`src/bitmap_find_next_set_top_macros.svh`:
```
// assertion macros for the bitmap find-next-set block
// no dependencies; empty bodies when SYNTHESIS is defined
`ifndef BITMAP_FIND_NEXT_SET_TOP_MACROS_SVH
`define BITMAP_FIND_NEXT_SET_TOP_MACROS_SVH
`ifndef SYNTHESIS
// same-cycle implication
`define BFNS_ASSERT_NOW(label, clk, rst_n, ante, cons, msg) \
  label: assert property (@(posedge clk) disable iff (!rst_n) (ante) |-> (cons)) \
    else $error(msg);
// next-cycle implication
`define BFNS_ASSERT_NEXT(label, clk, rst_n, ante, cons, msg) \
  label: assert property (@(posedge clk) disable iff (!rst_n) (ante) |=> (cons)) \
    else $error(msg);
`else
`define BFNS_ASSERT_NOW(label, clk, rst_n, ante, cons, msg)
`define BFNS_ASSERT_NEXT(label, clk, rst_n, ante, cons, msg)
`endif
`endif

```
`src/bfns_pkg.sv`:
```
// shared constants, types and the trailing-zero function of the bitmap block
// no dependencies
package bfns_pkg;

  localparam int ACT_W        = 2;
  localparam int IDX_W        = 12;
  localparam int LEN_W        = 13;
  localparam int WORD_W       = 32;
  localparam int BSEL_W       = 5;
  localparam int DEF_MAX_BITS = 4096;

  typedef logic [LEN_W-1:0]  len_t;
  typedef logic [IDX_W-1:0]  idx_t;
  typedef logic [WORD_W-1:0] word_t;
  typedef logic [BSEL_W-1:0] bsel_t;

  localparam len_t LEN_RESET = len_t'(4096);

  typedef enum logic [ACT_W-1:0] {
    ACT_WRITE = 2'd0,
    ACT_READ  = 2'd1,
    ACT_FIND  = 2'd2
  } action_t;

  // control of the word check during a search
  typedef struct packed {
    logic  is_first;
    logic  is_last;
    bsel_t lo_bit;
    bsel_t hi_bit;
  } scan_ctl_t;

  typedef struct packed {
    logic  hit;
    bsel_t offset;
  } scan_res_t;

  // trailing zeros of a nonzero word by binary narrowing
  function automatic bsel_t tz32(input word_t x);
    word_t      v;
    logic [5:0] cnt;
    v   = x;
    cnt = 6'd1;
    if (v[15:0] == 16'd0) begin
      cnt = cnt + 6'd16;
      v   = v >> 16;
    end
    if (v[7:0] == 8'd0) begin
      cnt = cnt + 6'd8;
      v   = v >> 8;
    end
    if (v[3:0] == 4'd0) begin
      cnt = cnt + 6'd4;
      v   = v >> 4;
    end
    if (v[1:0] == 2'd0) begin
      cnt = cnt + 6'd2;
      v   = v >> 2;
    end
    return bsel_t'(cnt - {5'd0, v[0]});
  endfunction

endpackage

```
`src/bfns_scan.sv`:
```
// word check of the search: masks the word to the search window and finds the lowest set bit
// depends on bfns_pkg
module bfns_scan (
  input  bfns_pkg::word_t     word,
  input  bfns_pkg::scan_ctl_t ctl,
  output bfns_pkg::scan_res_t res
);
  import bfns_pkg::*;

  word_t lo_mask;
  word_t hi_mask;
  word_t masked;

  always_comb begin
    lo_mask = ctl.is_first ? (~word_t'(0) << ctl.lo_bit) : ~word_t'(0);
    // a length that ends on a word boundary keeps the whole last word
    if (ctl.is_last && (ctl.hi_bit != bsel_t'(0))) begin
      hi_mask = (word_t'(1) << ctl.hi_bit) - word_t'(1);
    end else begin
      hi_mask = ~word_t'(0);
    end
    masked     = word & lo_mask & hi_mask;
    res.hit    = (masked != word_t'(0));
    res.offset = tz32(masked);
  end

endmodule
```
`config.mk`:
```
export PLATFORM = sky130hd
export DESIGN_NAME = bfns_scan
export DESIGN_NICKNAME = d
export VERILOG_FILES = /design/src/bitmap_find_next_set_top_macros.svh /design/src/bfns_pkg.sv /design/src/bfns_scan.sv
export SDC_FILE = /design/constraint.sdc
export NUM_CORES = 1
export LEC_CHECK = 0
export BUFFER_PORTS_ARGS = -buffer_cell sky130_fd_sc_hd__buf_4
export CORE_MARGIN = 4
export CORE_UTILIZATION = 40
export DETAILED_ROUTE_END_ITERATION = 16
export PLACE_DENSITY = 0.67
export SLEW_MARGIN = 20
export SYNTH_ARGS = -nofsm -noshare
export SYNTH_HDL_FRONTEND = slang
export SYNTH_SLANG_ARGS = --single-unit
```
`constraint.sdc`:
```
create_clock -name vclk -period 4.1
set_input_delay 0 -clock vclk [all_inputs]
set_output_delay 0 -clock vclk [all_outputs]
set_load 0.03 [all_outputs]
```
; Yosys cells after proc, flatten, opt, wreduce, memory -nomap -nowiden
; Index checks and enable logic that the tools add are counted.
[word_totals]
register_bits = 0
in_bits = 44
output_inout_bits = 6
wordCells = 26
[classes]
addsub = 5
shifts = 2
mux = 10
bitwise_logic = 2
n_reduce_logical = 7
[op_table]
columns = cell, count
row1 = $and 32x32->32, 2
row2 = $mux 32, 2
row3 = $reduce_bool 32->1, 1
row4 = $shl 1x5->32 const A, 1
row5 = $shl 32x5->32 const A, 1
row6 = $sub 32x1->32 const B, 1
row7 = $mux 5, 4
row8 = $logic_not 16->1, 1
row9 = $mux 15, 1
row10 = $logic_not 8->1, 1
row11 = $mux 7, 1
row12 = $add 5x2->5 const B, 1
row13 = $add 5x3->5 const B, 1
row14 = $add 5x4->5 const B, 1
row15 = $reduce_bool 5->1, 1
row16 = $sub 5x1->5, 1
row17 = $logic_not 4->1, 1
row18 = $mux 3, 1
row19 = $logic_not 2->1, 1
row20 = $logic_and 1x1->1, 1
row21 = $mux 1, 1

; Depth between registers and ports, before layout
; Gate-level depths: netlist of the first run.
[depth]
ltp_word = 13
mapped_depth = 19
depth_no_buf = 14

; Least setup slack after synthesis of the first run
; No wires, ideal clock.
[synth_timing]
path_type = in2out
startpoint = input port ctl[4] (netlist bit)
endpoint = output port res[1] (netlist bit)
arrival_ns = 3.833
t_required_ns = 4.100
path_slack_ns = 0.267
stages = 17
path_buffers = 6
cell_sequence = buf_2 > buf_2 > buf_2 > clkbuf_1 > nand3b_1 > ha_1 > clkbuf_1 > buf_2 > nor2_1 > and3_1 > o311ai_1 > o211ai_1 > or2_2 > o311ai_1 > o31ai_1 > a211oi_4 > mux2_1
[synth_rtl]
columns = item, line_no
row1 = from (decl), bfns_scan.sv:5  ; input bfns_pkg::scan_ctl_t ctl,
row2 = to (decl), bfns_scan.sv:6  ; output bfns_pkg::scan_res_t res

==> results of run 1 <==
[repair_timing]
action / CTS / global route
gates resized for setup: 0 / 1
hold buffers: 0 / 0
endpoints found under the setup margin: 0 / 1
[final cells by class]
cell class,count,area share [%]
tap,50,2.93
timing repair buffer,58,20.4
multi-input combinational,240,75.1
inverter,9,1.58
[per-layer routing]
metal	global-route usage (%)	part of all wire (%)	vias to the layer above
met4	8.10	2.8	0
met3	3.24	12	22
met5	0	0	-
li1	-	-	1160
met1	36.7	40	1138
met2	39.2	46	151
[critical path: stages]
cell and delay [ps]:
buf_4 170, nor3_4 320, nand3b_1 130, ha_1 300
buf_4 240, nor2b_1 150, o21a_1 180, o311ai_1 510
o2111ai_1 220, or2_2 370, o21ai_2 250, o211ai_2 160
a211oi_4 270, mux2_1 340, buf_4 170
[cells by family (layout without fill, tap and decap cells)]
family	count (synthesis)	count (layout)
fa+ha+maj	1	1
simple gates	114	114
compound gates	121	121
xor+xnor	1	1
buf+inv	38	67
mux	3	3
[cell usage after synthesis, types with 4 or more instances]
| cell type | count |
|---|---|
| nor2b_1 | 9 |
| nor4_1 | 5 |
| o31ai_1 | 5 |
| clkbuf_1 | 7 |
| a221oi_1 | 4 |
| a21oi_1 | 15 |
| o21ai_0 | 22 |
| nand3_1 | 10 |
| nand2_1 | 21 |
| a211oi_1 | 4 |
| and3_1 | 4 |
| inv_1 | 8 |
| o211ai_1 | 9 |
| o221a_2 | 4 |
| nor3_1 | 9 |
| nor2_1 | 22 |
| a31oi_1 | 8 |
| buf_2 | 16 |
| and2_1 | 7 |
| o21a_1 | 6 |
[per-stage QoR]
stage	power, uW	instance area [um^2]	instances
3_5_place_dp	257	2130	357
6_report	263	2130	357
5_1_grt	283	2130	357
2_1_floorplan	170	1770	278
4_1_cts	257	2130	357
3_3_place_gp	258	2130	357
[power by group through the flow]
stage | Combinational [uW] | Sequential, uW | Clock [uW]
finish | 263 | 0 | 0
detailed placement | 257 | 0 | 0
CTS | 257 | 0 | 0
floorplan | 170 | 0 | 0
global route | 283 | 0 | 0
global placement | 258 | 0 | 0
[worst paths after layout]
check	to	slack, ps	from	cells after the start
worst min-delay path	res[5]	600	word[27]	5
worst max-delay path	res[1]	300	ctl[1]	15
==> flow_summary.yaml, run 1 <==
layout:
  nets: 354
  seq_area_um2: 0
  clock_buffers: 0
  multi_input_area_mm2: 0.00160
  drive_above_1_share_pct: 26.4
  area_growth_pct: 20.3
  mostFrequentLayoutCells: "58 x buf_4, 22 x nor2_1, 22 x o21ai_0, 21 x nand2_1, 15 x a21oi_1"
  layout_commonest_cell: "buf_4"
  flops_and_latches: 0
  nFillCells: 450
  diodes: 0
  finish.utilization_pct: 51.4
logic_synthesis:
  synth_area_leaders: "o21ai_0 6.2%, nor2_1 4.7%, buf_2 4.5%"
  ys_types: 72
  synth_top_family_by_area: "compound AO/OA/AOI/OAI gates"
  seq_area_frac_synth_pct: 0
  yosysWarnings: 0
  synth_top_area_share_pct: 6.21
  synth_area_mm2: 0.00177
  synth.area.mux_share_pct: 1.84
  syn-num-nets: 323
  synth_compound_area_share_pct: 50.6
  synth_xor_area_share_pct: 0.494
  syn_area_per_cell_um2: 6.37
  synthAdderAreaFrac_pct: 0.706
  yosysTopAreaCell: "o21ai_0"
  syn_inst: 278
  synth-simple-area-share_pct: 36.4
placement:
  post-place-ws_ps: 233
  gp_congestion: 0.964
  dp_hpwl_um: 5560
  port_buffers: 50
run_status:
  outcome: "complete, no violations"
pwr:
  pwr-share-clk_pct: 0
  power_density_mw_per_mm2: 123
  p_leak_uw: 0.000827
  p_comb_share_pct: 100.0
  switching_power_uw: 155
  peakVddDrop_mv: 0.0822
  seqPwrFrac_pct: 0
  swShare_pct: 58.8
  p_int_uw: 108
sta:
  min_period_over_period_pct: 92.7
  finalHoldViolCount: 0
  fmax_mhz: 263
  fin_crit_ps: 3800
  slew_headroom_pct: 58.3
  rsz0062_at_grt: "false"
  worst_pin_slew_ps: 620
  slew_violations: 0
  setup_ws_ps: 298
  hold_slack_ps: 596
  setup_tns_ps: 0
  setup_violations: 0
detailed_routing:
  wire_per_inst_um: 20.2
  initialDrtViolationCount: 303
  via_count: 2471
  drc: 0
  drt_pre_antenna_iters: 5
  antenna_left: 0
  avgViaCountPerCell: 6.92
  wl_um: 7220
global_route:
  gr-total-overflow: 0
  grt_max_degree: 37
  grt_pass1_vias: 2239
  grt_use_total_pct: 25.5
  antenna_found_initial: 0
  grt_pass1_wl_um: 11200
floorplan:
  num_rows: 23
  start_util_pct: 42.8
  fp.dieH_um: 74.6
  dieWidth_um: 74.6
  coreArea_mm2: 0.00414
  die_area_mm2: 0.00556
  ioPinCount: 50
min_path:
  hp-class: "input pin to output port"
cts:
  cts_setup_buffers: 0
setup_path:
  crit_path_max_fanout: 23
  end_kind: "output port"
  cp.required_ps: 4100
  crit_type: "input pin to output port"
  start_kind: "input pin"
  arrival_ps: 3800
job:
  drv_cap: 0
No activity file was read; power rests on OpenSTA's default activity.
==> inputs of run 2 (changes only) <==
--- a/config.mk
+++ b/config.mk
@@ -10,6 +10,7 @@
 export CORE_UTILIZATION = 40
 export DETAILED_ROUTE_END_ITERATION = 16
 export PLACE_DENSITY = 0.67
+export REMOVE_ABC_BUFFERS = 1
 export SLEW_MARGIN = 20
 export SYNTH_ARGS = -nofsm -noshare
 export SYNTH_HDL_FRONTEND = slang
==> flow_summary.yaml, run 2 (synthesized netlist as in run 1, its figures left out) <==
detailed_routing:
  avgViaCountPerCell: 6.91
  wire_per_inst_um: 20.9
  initialDrtViolationCount: 302
  drc: 0
  wl_um: 7470
  via_count: 2467
  antenna_left: 0
  drt_pre_antenna_iters: 5
floorplan:
  coreArea_mm2: 0.00414
  die_area_mm2: 0.00556
  fp.dieH_um: 74.6
  num_rows: 23
  start_util_pct: 42.8
  ioPinCount: 50
  dieWidth_um: 74.6
global_route:
  gr-total-overflow: 0
  grtUsageMet1_pct: 35.9
  grt_use_total_pct: 26.4
  antenna_found_initial: 0
  grt_pass1_vias: 2216
  use_met2_pct: 43.9
  grtUsageMet3_pct: 4.05
  grt-busiest-layer: "met2"
  grt_pass1_wl_um: 11400
  grt_max_degree: 27
setup_path:
  slowest_delay_ps: 510
  crit_path_max_fanout: 26
  crit_top_cell: "buf_4"
  slowest_stage: "o311ai_1"
  arrival_ps: 3800
  start_kind: "input pin"
  cp.required_ps: 4100
  crit_chain: "buf_4 > nor3_1 > nand2_1 > ha_1 > buf_4 > nor4b_1 > o21a_1 > o311ai_1 > o2111ai_1 > or2_2 > o21ai_2 > o211ai_2 > a211oi_4 > mux2_1 > buf_4"
  crit_type: "input pin to output port"
  end_kind: "output port"
sta:
  slew_headroom_pct: 63.7
  slew_violations: 0
  fmax_mhz: 263
  finalHoldViolCount: 0
  rsz0062_at_grt: "false"
  worst_pin_slew_ps: 536
  fin_crit_ps: 3800
  setup_tns_ps: 0
  setup_violations: 0
  min_period_over_period_pct: 92.7
  hold_slack_ps: 635
layout:
  layout_commonest_cell: "buf_4"
  area_growth_pct: 20.3
  stdcell_count: 357
  finish.utilization_pct: 51.4
  nets: 354
  clock_buffers: 0
  seq_area_um2: 0
  diodes: 0
  drive_above_1_share_pct: 26.4
  mostFrequentLayoutCells: "58 x buf_4, 22 x nor2_1, 22 x o21ai_0, 21 x nand2_1, 15 x a21oi_1"
  flops_and_latches: 0
min_path:
  hold_depth: 5
  hp-class: "input pin to output port"
placement:
  place_inst: 357
  gp_congestion: 0.979
  dp_hpwl_um: 5640
  port_buffers: 50
pwr:
  p_leak_uw: 0.000826
  peakVddDrop_mv: 0.0749
  power_density_mw_per_mm2: 124
job:
  drv_cap: 0
cts:
  cts-hold-fix-buffers: 0
  cts_setup_buffers: 0
  cts-resized-gates: 0
run_status:
  outcome: "complete, no violations"
-- run 2: stage by stage --
stage | total power, uW | setup WS, ps | cell area, um^2
after floorplan | 140 | 667 | 1630
after CTS | 259 | 280 | 2130
after detailed placement | 258 | 294 | 2130
after global routing | 284 | 47.4 | 2130
after global placement | 259 | 301 | 2130
final | 265 | 301 | 2130
-- run 2: routing by layer --
layer  vias up  part of all wire [%]  routed length [um]
met5         -                     0                   0
met4         0                   2.8                 206
met3        18                   9.5                 713
met2       144                    46                3450
met1      1150                    42                3110
li1       1155                     -                   -
-- run 2: final timing paths --
path	from	to	slack, ps
worst max-delay path	ctl[3]	res[1]	300
worst min-delay path	word[27]	res[5]	630
-- run 2: power breakdown --
group / internal (uW) / total [uW] / switching (uW)
clock: 0 / 0 / 0
combinational: 108 / 265 / 157
sequential: 0 / 0 / 0
total: 108 / 265 / 157
-- run 2: final cells by class --
cell class / instances / area [um^2]
Inverter: 9 / 33.8
Fill cell: 447 / 2010
Multi-Input combinational cell: 240 / 1600
Tap cell: 50 / 62.6
Timing Repair Buffer: 58 / 435
-- run 2: worst max-delay path: cells and delay by family --
kind	cells	cell delay [ps]
compound gates	6	1670
fa+ha+maj	1	440
buf+inv	3	690
mux	1	350
simple gates	4	650
